### src/qpe_pkg.sv
package qpe_pkg;

	localparam int LINE_LIMIT = 72;
	localparam int QDEPTH = 4;
	localparam int QPTR_W = $clog2(QDEPTH);
	localparam int NSLOT = 15;
	localparam int SLOT_W = $clog2(NSLOT);

	localparam logic [7:0] CH_LF = 8'h0A;
	localparam logic [7:0] CH_CR = 8'h0D;
	localparam logic [7:0] CH_TAB = 8'h09;
	localparam logic [7:0] CH_SP = 8'h20;
	localparam logic [7:0] CH_EQ = 8'h3D;
	localparam logic [7:0] CH_DOT = 8'h2E;
	localparam logic [7:0] CH_DEL = 8'h7F;

	localparam logic [1:0] REG_ESCAPE_FROM = 2'd0;
	localparam logic [1:0] REG_DOT_STUFFING = 2'd1;
	localparam logic [1:0] REG_EOL_CRLF = 2'd2;

	// output slots, emitted lowest first
	localparam logic [SLOT_W-1:0] SLOT_A0 = 4'd0;
	localparam logic [SLOT_W-1:0] SLOT_A1 = 4'd1;
	localparam logic [SLOT_W-1:0] SLOT_A2 = 4'd2;
	localparam logic [SLOT_W-1:0] SLOT_B0 = 4'd3;
	localparam logic [SLOT_W-1:0] SLOT_B1 = 4'd4;
	localparam logic [SLOT_W-1:0] SLOT_B2 = 4'd5;
	localparam logic [SLOT_W-1:0] SLOT_DOT = 4'd6;
	localparam logic [SLOT_W-1:0] SLOT_D0 = 4'd7;
	localparam logic [SLOT_W-1:0] SLOT_D1 = 4'd8;
	localparam logic [SLOT_W-1:0] SLOT_D2 = 4'd9;
	localparam logic [SLOT_W-1:0] SLOT_F0 = 4'd10;
	localparam logic [SLOT_W-1:0] SLOT_F1 = 4'd11;
	localparam logic [SLOT_W-1:0] SLOT_F2 = 4'd12;
	localparam logic [SLOT_W-1:0] SLOT_F3 = 4'd13;
	localparam logic [SLOT_W-1:0] SLOT_F4 = 4'd14;

	typedef struct packed {
		logic [NSLOT-1:0] mask;
		logic [7:0]       a_byte;
		logic [7:0]       c_byte;
		logic             a_hex;
		logic             d_hex;
	} desc_t;

	function automatic logic [7:0] hex_digit(input logic [3:0] n);
		hex_digit = (n < 4'd10) ? (8'h30 + {4'd0, n}) : (8'h37 + {4'd0, n});
	endfunction

	function automatic logic [7:0] from_char(input logic [1:0] i);
		case (i)
			2'd0: from_char = 8'h46;
			2'd1: from_char = 8'h72;
			2'd2: from_char = 8'h6F;
			default: from_char = 8'h6D;
		endcase
	endfunction

endpackage

### src/quoted_printable_stream_encoder.sv
// channel  dir  handshake            payload
// s_       in   s_tvalid/s_tready    tdata: data_byte; tuser: has_byte; tlast: end_of_part
// m_       out  m_tvalid/m_tready    tdata: out_byte; tlast: last
// cfg_     in   cfg_valid/cfg_ready  cfg_index: 0 escape_from, 1 dot_stuffing, 2 eol_crlf
//
// Front takes one item per cycle into a four-entry queue while it is not full; the back
// end emits one encoded byte per cycle while m_tready allows, and an item yields up to
// nine bytes (1 to 3 typically); an item yielding nothing is not queued.
// Reset: escape_from 0, dot_stuffing 0, eol_crlf 1, fresh line, queue empty.
// m_tready low holds the output register; s_tready drops only when the queue is full.
module quoted_printable_stream_encoder (
	input  logic       clk,
	input  logic       arst_n,
	input  logic       s_tvalid,
	output logic       s_tready,
	input  logic [7:0] s_tdata,  // [7:0] data_byte
	input  logic       s_tuser,  // [0] has_byte
	input  logic       s_tlast,
	output logic       m_tvalid,
	input  logic       m_tready,
	output logic [7:0] m_tdata,  // [7:0] out_byte
	output logic       m_tlast,
	input  logic       cfg_valid,
	output logic       cfg_ready,
	input  logic [1:0] cfg_index,
	input  logic       cfg_data
);
	import qpe_pkg::*;

	logic  accept, push, pop, full, head_valid;
	desc_t desc, head;

	assign s_tready = !full;
	assign cfg_ready = 1'b1;
	assign accept = s_tvalid && s_tready;

	qpe_front u_front (
		.clk        (clk),
		.arst_n     (arst_n),
		.cfg_valid  (cfg_valid),
		.cfg_index  (cfg_index),
		.cfg_data   (cfg_data),
		.accept     (accept),
		.has_byte   (s_tuser),
		.data_byte  (s_tdata),
		.end_of_part(s_tlast),
		.push       (push),
		.desc       (desc)
	);

	qpe_queue u_queue (
		.clk   (clk),
		.arst_n(arst_n),
		.push  (push),
		.din   (desc),
		.pop   (pop),
		.full  (full),
		.valid (head_valid),
		.dout  (head)
	);

	qpe_back u_back (
		.clk       (clk),
		.arst_n    (arst_n),
		.head_valid(head_valid),
		.head      (head),
		.pop       (pop),
		.m_tvalid  (m_tvalid),
		.m_tready  (m_tready),
		.m_tdata   (m_tdata),
		.m_tlast   (m_tlast)
	);

endmodule

### src/qpe_front.sv
module qpe_front (
	input  logic              clk,
	input  logic              arst_n,
	input  logic              cfg_valid,
	input  logic [1:0]        cfg_index,
	input  logic              cfg_data,
	input  logic              accept,
	input  logic              has_byte,
	input  logic [7:0]        data_byte,
	input  logic              end_of_part,
	output logic              push,
	output qpe_pkg::desc_t    desc
);
	import qpe_pkg::*;

	logic       escape_from_q, dot_stuffing_q, eol_crlf_q;
	logic [7:0] held_q;
	logic [6:0] len_q;
	logic [2:0] fm_q;

	logic [7:0] h_n, l_a, l_b, l_c, l_n, l_f;
	logic [2:0] fm_n;
	logic       hb_lf, a_hex, a_lit, soft_brk, dot, d_hex, d_lit, lf_in, f_hex, f_eol;
	logic       blank_h, blank_c, esc_c, from_case;
	logic [NSLOT-1:0] mask;

	always_comb begin
		blank_h = (held_q == CH_SP) || (held_q == CH_TAB);
		blank_c = (data_byte == CH_SP) || (data_byte == CH_TAB);
		esc_c = (data_byte < CH_SP && data_byte != CH_TAB) || data_byte >= CH_DEL
			|| data_byte == CH_EQ;
		lf_in = has_byte && data_byte == CH_LF;
		from_case = held_q == CH_SP && len_q == 7'd4 && fm_q == 3'd4 && escape_from_q;
		a_hex = 1'b0;
		a_lit = 1'b0;
		soft_brk = 1'b0;
		dot = 1'b0;
		d_hex = 1'b0;
		d_lit = 1'b0;
		h_n = held_q;
		fm_n = fm_q;
		l_a = {1'b0, len_q};
		l_b = l_a;
		l_c = l_a;
		l_n = l_a;
		hb_lf = 1'b0;
		if (lf_in) begin
			a_hex = blank_h;
			l_n = 8'd0;
			fm_n = 3'd0;
			h_n = data_byte;
		end else if (has_byte) begin
			if (from_case) begin
				a_hex = 1'b1;
				l_a = {1'b0, len_q} + 8'd3;
			end else if (blank_h) begin
				a_lit = 1'b1;
				l_a = {1'b0, len_q} + 8'd1;
			end
			l_b = l_a;
			hb_lf = held_q == CH_LF;
			if (l_a > 8'(LINE_LIMIT)) begin
				soft_brk = 1'b1;
				l_b = 8'd0;
				fm_n = 3'd0;
				hb_lf = 1'b1;
			end
			dot = hb_lf && data_byte == CH_DOT && dot_stuffing_q;
			l_c = l_b + {7'd0, dot};
			l_n = l_c;
			if (esc_c) begin
				d_hex = 1'b1;
				l_n = l_c + 8'd3;
			end else if (!blank_c) begin
				d_lit = 1'b1;
				if (l_c < 8'd4 && data_byte == from_char(l_c[1:0]))
					fm_n = fm_n + 3'd1;
				l_n = l_c + 8'd1;
			end
			h_n = data_byte;
		end
		f_hex = end_of_part && ((h_n == CH_SP) || (h_n == CH_TAB));
		l_f = l_n + (f_hex ? 8'd3 : 8'd0);
		f_eol = end_of_part && l_f != 8'd0;

		mask = '0;
		mask[SLOT_A0] = a_hex || a_lit;
		mask[SLOT_A1] = a_hex;
		mask[SLOT_A2] = a_hex;
		mask[SLOT_B0] = soft_brk;
		mask[SLOT_B1] = (soft_brk || lf_in) && eol_crlf_q;
		mask[SLOT_B2] = soft_brk || lf_in;
		mask[SLOT_DOT] = dot;
		mask[SLOT_D0] = d_hex || d_lit;
		mask[SLOT_D1] = d_hex;
		mask[SLOT_D2] = d_hex;
		mask[SLOT_F0] = f_hex;
		mask[SLOT_F1] = f_hex;
		mask[SLOT_F2] = f_hex;
		mask[SLOT_F3] = f_eol && eol_crlf_q;
		mask[SLOT_F4] = f_eol;

		desc.mask = mask;
		desc.a_byte = held_q;
		desc.c_byte = h_n;
		desc.a_hex = a_hex;
		desc.d_hex = d_hex;
		push = accept && (mask != '0);
	end

	always_ff @(posedge clk or negedge arst_n) begin
		if (!arst_n) begin
			escape_from_q <= 1'b0;
			dot_stuffing_q <= 1'b0;
			eol_crlf_q <= 1'b1;
			held_q <= CH_LF;
			len_q <= '0;
			fm_q <= '0;
		end else begin
			if (cfg_valid) begin
				case (cfg_index)
					REG_ESCAPE_FROM: escape_from_q <= cfg_data;
					REG_DOT_STUFFING: dot_stuffing_q <= cfg_data;
					REG_EOL_CRLF: eol_crlf_q <= cfg_data;
					default: ;
				endcase
			end
			if (accept) begin
				if (end_of_part) begin
					held_q <= CH_LF;
					len_q <= '0;
					fm_q <= '0;
				end else begin
					held_q <= h_n;
					len_q <= l_n[6:0];
					fm_q <= fm_n;
				end
			end
		end
	end

endmodule

### src/qpe_queue.sv
module qpe_queue (
	input  logic           clk,
	input  logic           arst_n,
	input  logic           push,
	input  qpe_pkg::desc_t din,
	input  logic           pop,
	output logic           full,
	output logic           valid,
	output qpe_pkg::desc_t dout
);
	import qpe_pkg::*;

	desc_t             entry_q [QDEPTH];
	logic [QPTR_W-1:0] wr_q, rd_q;
	logic [QPTR_W:0]   cnt_q;

	assign full = cnt_q == (QPTR_W+1)'(QDEPTH);
	assign valid = cnt_q != '0;
	assign dout = entry_q[rd_q];

	always_ff @(posedge clk) begin
		if (push)
			entry_q[wr_q] <= din;
	end

	always_ff @(posedge clk or negedge arst_n) begin
		if (!arst_n) begin
			wr_q <= '0;
			rd_q <= '0;
			cnt_q <= '0;
		end else begin
			if (push)
				wr_q <= wr_q + 1'b1;
			if (pop)
				rd_q <= rd_q + 1'b1;
			if (push && !pop)
				cnt_q <= cnt_q + 1'b1;
			else if (pop && !push)
				cnt_q <= cnt_q - 1'b1;
		end
	end

endmodule

### src/qpe_back.sv
module qpe_back (
	input  logic           clk,
	input  logic           arst_n,
	input  logic           head_valid,
	input  qpe_pkg::desc_t head,
	output logic           pop,
	output logic           m_tvalid,
	input  logic           m_tready,
	output logic [7:0]     m_tdata,
	output logic           m_tlast
);
	import qpe_pkg::*;

	logic [NSLOT-1:0] done_q, rem, sel_bit, rem_after;
	logic [SLOT_W-1:0] slot;
	logic [7:0]        byte_n;
	logic              found, advance, emit, fin;
	logic              out_valid_q, out_last_q;
	logic [7:0]        out_byte_q;

	always_comb begin
		rem = head.mask & ~done_q;
		slot = '0;
		found = 1'b0;
		for (int i = 0; i < NSLOT; i++) begin
			if (!found && rem[i]) begin
				slot = SLOT_W'(i);
				found = 1'b1;
			end
		end
		sel_bit = NSLOT'(1) << slot;
		rem_after = rem & ~sel_bit;
		fin = rem_after == '0;
		case (slot)
			SLOT_A0: byte_n = head.a_hex ? CH_EQ : head.a_byte;
			SLOT_A1: byte_n = hex_digit(head.a_byte[7:4]);
			SLOT_A2: byte_n = hex_digit(head.a_byte[3:0]);
			SLOT_B0: byte_n = CH_EQ;
			SLOT_B1: byte_n = CH_CR;
			SLOT_B2: byte_n = CH_LF;
			SLOT_DOT: byte_n = CH_DOT;
			SLOT_D0: byte_n = head.d_hex ? CH_EQ : head.c_byte;
			SLOT_D1: byte_n = hex_digit(head.c_byte[7:4]);
			SLOT_D2: byte_n = hex_digit(head.c_byte[3:0]);
			SLOT_F0: byte_n = CH_EQ;
			SLOT_F1: byte_n = hex_digit(head.c_byte[7:4]);
			SLOT_F2: byte_n = hex_digit(head.c_byte[3:0]);
			SLOT_F3: byte_n = CH_CR;
			default: byte_n = CH_LF;
		endcase
		advance = !out_valid_q || m_tready;
		emit = head_valid && advance;
		pop = emit && fin;
	end

	assign m_tvalid = out_valid_q;
	assign m_tdata = out_byte_q;
	assign m_tlast = out_last_q;

	always_ff @(posedge clk) begin
		if (emit) begin
			out_byte_q <= byte_n;
			out_last_q <= fin;
		end
	end

	always_ff @(posedge clk or negedge arst_n) begin
		if (!arst_n) begin
			out_valid_q <= 1'b0;
			done_q <= '0;
		end else begin
			if (emit)
				out_valid_q <= 1'b1;
			else if (m_tready)
				out_valid_q <= 1'b0;
			if (emit)
				done_q <= fin ? '0 : (done_q | sel_bit);
		end
	end

endmodule

### config.mk
export PLATFORM = sky130hd
export DESIGN_NAME = quoted_printable_stream_encoder
export DESIGN_NICKNAME = d
export VERILOG_FILES = /design/src/qpe_pkg.sv /design/src/quoted_printable_stream_encoder.sv /design/src/qpe_front.sv /design/src/qpe_queue.sv /design/src/qpe_back.sv
export SDC_FILE = /design/constraint.sdc
export NUM_CORES = 1
export LEC_CHECK = 0
export ABC_AREA = 1
export BUFFER_PORTS_ARGS = -buffer_cell sky130_fd_sc_hd__buf_2
export CORE_MARGIN = 2
export CORE_UTILIZATION = 68
export DETAILED_ROUTE_END_ITERATION = 10
export MAX_ROUTING_LAYER = met4
export PLACE_DENSITY_LB_ADDON = 0.08
export SLEW_MARGIN = 20
export SYNTH_ARGS = -nofsm -noshare
export SYNTH_HDL_FRONTEND = slang
export SYNTH_HIERARCHICAL = 1
export SYNTH_SLANG_ARGS = --single-unit
### constraint.sdc
create_clock -name clk -period 10 [get_ports clk]
set_clock_uncertainty 0.1 [all_clocks]
set_input_delay 1 -clock clk [delete_from_list [all_inputs] [get_ports clk]]
set_output_delay 1 -clock clk [all_outputs]
set_load 0.01 [all_outputs]
# [Word-level counts from Yosys, hierarchy flattened]
# Memories as Yosys holds them, arrays and structs flattened.
# Index checks and enable logic that the tools add are counted.
[totals] ram_bits=132 reg_bits=53 word_cells=249 n_memories=1 in_bits=18
[classes] addsub=19 mux=94 bitwise_logic=5 shift=1 order_cmp=8 reduce_logical=77 n_eq_ne=31
[mem_list] memory="u_queue.entry_q" words=4 word_bits=33 read_ports=1 rd_clocked_by_memory_dff=0 write_ports=1 line="qpe_queue.sv:13" source="desc_t entry_q [QDEPTH];"
[op_table] cell="8-bit 2-to-1 mux" count=24
[op_table] cell="8-bit one-hot mux with 9 select lines" count=1
[op_table] cell="6-bit by 4-bit adder with 7-bit output (first input constant)" count=8
[op_table] cell="4-bit 2-to-1 mux" count=13
[op_table] cell="1-bit 2-to-1 mux" count=41
[op_table] cell="8-bit by 4-bit == test with 1-bit output (second input constant)" count=5
[op_table] cell="8-bit by 6-bit == test with 1-bit output (second input constant)" count=5
[op_table] cell="3-bit 2-to-1 mux" count=11
[op_table] cell="1-bit logical AND" count=32
[op_table] cell="15-bit AND" count=2
[op_table] cell="15-bit NOT" count=2
[op_table] cell="4-bit == test (second input constant)" count=6
[op_table] cell="1-bit logical NOT" count=18
[op_table] cell="6-bit one-hot mux with 3 select lines" count=1
[op_table] cell="4-bit less-than comparator (second input constant)" count=4
[op_table] cell="15-bit logical NOT" count=1
[op_table] cell="15-bit 2-to-1 mux" count=1
[op_table] cell="15-bit OR" count=1
[op_table] cell="15-bit nonzero test" count=1
[op_table] cell="1-bit by 4-bit left shift with 15-bit output (first input constant)" count=1
[op_table] cell="4-bit by 3-bit == test with 1-bit output (second input constant)" count=3
[op_table] cell="1-bit logical OR" count=9
[op_table] cell="7-bit by 1-bit adder with 8-bit output (second input constant)" count=1
[op_table] cell="7-bit by 2-bit adder with 8-bit output (second input constant)" count=1
[op_table] cell="28 further kinds" count=43

# [Logic depth before layout (Yosys ltp)]
[depth] word_depth=53 depth_mapped=43 ltp_nobuf=43

# [By module]
# The synthesis kept the hierarchy.
[by_module_without_submodules] module="qpe_queue" cells_each=434 n_inst=1 area_per_inst_um2=5885.6
[by_module_without_submodules] module="qpe_front" cells_each=441 n_inst=1 area_per_inst_um2=2752.6
[by_module_without_submodules] module="qpe_back" cells_each=318 n_inst=1 area_per_inst_um2=2084.5
[by_module_without_submodules] module="quoted_printable_stream_encoder" cells_each=5 n_inst=1 area_per_inst_um2=25.0

# [Least setup slack after synthesis]
# OpenSTA, ideal clock, no wires.
[synth_path] path_type="register to register" startpoint="register u_front.len_q[0]" endpoint="memory u_queue/entry_q[1][0] (netlist bit) (enable)" stages_incl_launch_ff=35 arrival_ns=5.189 setup_ns=0.388 period_less_slack_ns=5.676 path_slack_ns=4.324 cell_sequence="dfrtp_1 -> inv_1 -> ha_1 -> inv_1 -> nor2_1 -> nand3_2 -> nor2_4 -> nand3_2 -> nand2_1 -> nand2_4 -> nor2_1 -> nand3_1 -> nand2_2 -> buf_6 -> a21oi_1 -> ha_1 -> ha_1 -> ha_1 -> o21ai_0 -> a21oi_1 -> nor2_1 -> nor3_1 -> inv_1 -> fa_1 -> nand3b_1 -> nor2_2 -> nand2_1 -> nand2_1 -> inv_1 -> nand3_2 -> nand2_2 -> a21oi_2 -> clkbuf_1 -> nand2_1 -> inv_1"
[synth_via] elab_chain_cells=27 elab_cells_between_ends=48
[synth_rtl] item="from (decl)" line="qpe_front.sv:18" source="logic [6:0] len_q;"
[synth_rtl] item="from (signal assigned)" line="qpe_front.sv:135" source="len_q <= l_n[6:0];"
[synth_rtl] item="parallel branches: the longest is 23 deep, another holds 7-bit by 1-bit adder with 8-bit output"
[synth_rtl] item="15-bit nonzero test *" line="qpe_front.sv:108" source="push = accept && (mask != '0);"
[synth_rtl] item="1-bit logical AND *" line="qpe_front.sv:108"
[synth_rtl] item="named net push" line="quoted_printable_stream_encoder.sv:30" source="logic accept, push, pop, full, head_valid;"
[synth_rtl] item="1-bit 2-to-1 mux *" line="qpe_queue.sv:22" source="if (push)"
[synth_rtl] item="1-bit 2-to-1 mux (not written as such) *" line="qpe_queue.sv:23" source="entry_q[wr_q] <= din;"
[synth_rtl] item="to (decl)" line="qpe_queue.sv:13"
# Mark *: on every way through the listed nets, which the timed path passes. The select of a mux whose other input is x is not followed.

# [Worst setup path in the final report]
[layout_path] startpoint="register u_front.held_q[3]" endpoint="register u_queue.cnt_q[2]"
[layout_via] elab_chain_cells=28 elab_cells_between_ends=60
[layout_rtl] item="from (decl)" line="qpe_front.sv:17" source="logic [7:0] held_q;"
[layout_rtl] item="from (signal assigned)" line="qpe_front.sv:134" source="held_q <= h_n;"
[layout_rtl] item="8-bit by 6-bit == test with 1-bit output" line="qpe_front.sv:28, qpe_front.sv:33"
[layout_rtl] item="1-bit logical AND (3 in a row)" line="qpe_front.sv:33" source="from_case = held_q == CH_SP && len_q == 7'd4 && fm_q == 3'd4 && escape_from_q;"
[layout_rtl] item="8-bit 2-to-1 mux" line="qpe_front.sv:53" source="if (from_case) begin"
[layout_rtl] item="8-bit 2-to-1 mux" line="qpe_front.sv:52" source="end else if (has_byte) begin"
[layout_rtl] item="8-bit 2-to-1 mux" line="qpe_front.sv:47" source="if (lf_in) begin"
[layout_rtl] item="8-bit by 7-bit greater-than comparator with 1-bit output" line="qpe_front.sv:62" source="if (l_a > 8'(LINE_LIMIT)) begin"
[layout_rtl] item="1-bit 2-to-1 mux" line="qpe_front.sv:62"
[layout_rtl] item="1-bit 2-to-1 mux" line="qpe_front.sv:52"
[layout_rtl] item="(+11 left out)"
[layout_rtl] item="1-bit logical AND" line="qpe_front.sv:84" source="f_eol = end_of_part && l_f != 8'd0;"
[layout_rtl] item="1-bit logical AND" line="qpe_front.sv:100" source="mask[SLOT_F3] = f_eol && eol_crlf_q;"
[layout_rtl] item="15-bit nonzero test *" line="qpe_front.sv:108"
[layout_rtl] item="1-bit logical AND *" line="qpe_front.sv:108"
[layout_rtl] item="named net push" line="quoted_printable_stream_encoder.sv:30"
[layout_rtl] item="1-bit logical NOT" line="qpe_queue.sv:38" source="else if (pop && !push)"
[layout_rtl] item="1-bit logical AND" line="qpe_queue.sv:38"
[layout_rtl] item="2-bit nonzero test (no source line)"
[layout_rtl] item="to (signal assigned)" line="qpe_queue.sv:37" source="cnt_q <= cnt_q + 1'b1;"
[layout_rtl] item="to (signal assigned)" line="qpe_queue.sv:39" source="cnt_q <= cnt_q - 1'b1;"
[layout_rtl] item="to (decl)" line="qpe_queue.sv:15" source="logic [QPTR_W:0] cnt_q;"
# The timed path passes the listed nets; every way through them passes the cells marked *. The select of a mux whose other input is x is not followed.
# A chain may end at the register's enable or synchronous reset.

==> qor.csv <==
metric,value,unit
Core Area,0.0153,sq mm
htree depth,4,
dpl hpwl,16.2,mm
ant diodes,0,
Synth Cell Area,0.0107,sq mm
Clk network pwr share,0.214,
clk root buf,clkbuf_16,
largest net degree at the start of global routing,82,
"slowest stage cell, crit path",dfstp_2,
Post-synth top cells,"247 x nand2_1, 218 x inv_1, 141 x edfxtp_1",
peak supply drop,0.000195,V
sw frac,0.424,
RSZ-0062 raised after global routing,false,
Hold Buf Count CTS,0,
PD cells,299,mW/mm^2
Site Rows,45,
Period minus WS final,6.29,ns
1st-iter DRT viols,650,
Initial Util,0.702,
vias in the first global route,7861,
post-cts resize count,0,
Syn. warnings,6,
switching power,1.46,mW
clk sink count,185,
Peak Freq,159,MHz
layout cells sized above 1,0.152,
area grow syn2layout,7.29,%
most used flip-flop cell after synthesis,edfxtp_1,
Crit. End Element,flip-flop,
worst slew pin tran,0.934,ns
max-slew violations,0,
Port Buffers,28,
max_cap viols,0,
grt ovf,0,
critical path arrival,6.52,ns
average size of a mapped cell,8.97,sq um
Detail Route Antenna Nets,0,
Post-CTS Setup Repair Bufs,0,
P_int,1.99,mW
Final nets,1249,
DRT Wirelength,23.9,mm
CTS tree,yes,
top cell type's share of synthesized area,0.394,
GPL Wtd Cong,0.974,
worst min path class,reg -> reg,
highest net fanout along the worst path,13,
setup violators final,0,
WL/cell,16.7,um
Final period util,0.629,
synth unique cells,54,
net count after synthesis,1240,
CTS Buf Count,17,
CP Class,reg -> reg,
number of synthesized register bits,185,
io pins,30,
total track usage,0.313,
Lkg Pwr,5.25,nW
CP peak stage delay,0.60,ns
WP data required,10.22,ns
Post-synth EDFFs,141,
drt pass-1 iters,5,
Vias,8077,
Synth Instances,1198,
asr flop ratio synth,0.238,
Post-route DRC,0,
Sequential Power Share,0.341,
Vias/cell,5.64,
Critical Path Start Type,flip-flop,
PnR Total Power,3.45,mW
initial antenna violation count,0,
most numerous cell on the critical path,nand2_1,
Inst Count DP,1399,
Worst-Skew Late Latency,0.44,ns
worst path buffer plus inverter count,7,
slew margin rel.,0.378,
die width,130,um
"top cells by area, synth","edfxtp_1 39%, dfrtp_1 9.5%, nand2_1 8.6%",
Die H,130,um
clk buf depth,2,
Top Family by Delay on Critical Path,simple AND/OR/NAND/NOR gates,
largest area contributor in the netlist,edfxtp_1,
"Seq/Total Area, Yosys",0.497,
most frequent cell after synthesis,nand2_1,
clock slew seen by the registers of the worst setup and hold paths,0.06,ns
Final Hold Fails,0,
first-pass GRT wire length,38.6,mm
full die area,0.0168,sq mm
status,"complete, no violations",
final setup TNS,0,ns
logic gate share of total power,0.445,
"non-filler cells, final",1431,
## kinds of logic after synthesis
family,Yosys count,share of synthesized area
simple gates,505,0.219
compound gates,191,0.129
flops,185,0.497
fa+ha+maj,24,0.0293
buf+inv,274,0.112
xor+xnor,18,0.0147
other cells,1,0.000349
## sequential cells by signal, summed over array words and instances (netlist names)
signal	cells
u_front/fm_q	3
u_back/done_q	15
u_front/eol_crlf_q	1
u_queue/cnt_q	3
u_front/escape_from_q	1
u_front/dot_stuffing_q	1
u_front/len_q	7
u_back/m_tdata	8
u_queue/wr_q	2
u_front/held_q	8
u_queue/entry_q	132
u_queue/rd_q	2
u_back/m_tvalid	1
u_back/m_tlast	1
## power by group through the flow
stage | Clock, mW | Sequential (mW) | Combinational (mW)
floorplan | 0 | 1.14 | 1.23
global placement | 0 | 1.18 | 1.47
detailed placement | 0 | 1.19 | 1.50
CTS | 0.750 | 1.17 | 1.52
global route | 0.780 | 1.20 | 1.71
finish | 0.737 | 1.18 | 1.54
## stage by stage
step,util,instance area [sq um],hold slack (ns),setup WS (ns)
after floorplan,-,10700,0.342,4.32
after global placement,0.710,10900,0.367,4.09
after detailed placement,0.710,10900,0.378,3.83
after CTS,0.753,11500,0.399,3.79
after global routing,0.753,11500,0.433,3.17
final,0.753,11500,0.398,3.71
## per-layer routing
layer	global-route usage	routed length (um)
met4	0.147	801
met2	0.498	11400
met5	-	0
met3	0.0480	1340
met1	0.400	10300
## worst register-to-register path, delay by kind of cell, from the launching register on
kind,cells,cell delay [ns]
simple gates,23,2.26
fa+ha+maj,6,1.96
buf+inv,7,0.67
flops,1,0.60
compound gates,3,0.57
## final timing paths
check	cells past startpoint	slack [ns]	start	end
worst min-delay path	2	0.40	u_queue/cnt_q[2]	u_queue/cnt_q[2]
min in group asynchronous	2	0.58	arst_n	u_back/done_q[0]
worst max register to register	39	3.71	u_front/held_q[3]	u_queue/cnt_q[2]
max in group asynchronous	2	8.75	arst_n	u_queue/rd_q[0]
worst max-delay path	39	3.71	u_front/held_q[3]	u_queue/cnt_q[2]
worst min register to register	2	0.40	u_queue/cnt_q[2]	u_queue/cnt_q[2]
## layout make-up
cell class | instances | area [sq um]
clock buffers | 19 | 443
clock inverters | 13 | 211
fillers | 1100 | 3780
inverters | 228 | 860
multi-input cells | 739 | 4210
flip-flops and latches | 185 | 5340
well taps | 211 | 264
repair buffers | 36 | 200
## cell usage in the layout (no fill, tap or decap), types with 3 or more instances in the layout
cell	synthesis	layout
nor2_2	9	9
o211ai_1	40	40
nand2_4	5	5
nand2_1	247	247
nor2_1	91	91
dfrtp_1	41	40
o211ai_2	33	33
clkinv_2	1	3
clkbuf_16	0	17
bufinv_16	0	5
nor2_4	4	4
nand2_2	39	39
inv_2	7	7
a21oi_1	34	34
buf_2	13	28
o22ai_1	16	16
edfxtp_1	141	141
nand3_2	5	5
nand3_1	59	59
inv_6	0	4
nor3_1	17	17
a22oi_1	5	5
o21ai_0	47	47
inv_1	218	218
dfstp_2	3	3
nand4_1	15	15
xor2_1	14	14
buf_4	17	8
nor4_1	3	3
o21ai_1	3	3
ha_1	22	22
xnor2_1	4	4
Note: power is estimated with default switching activity, not from simulation.
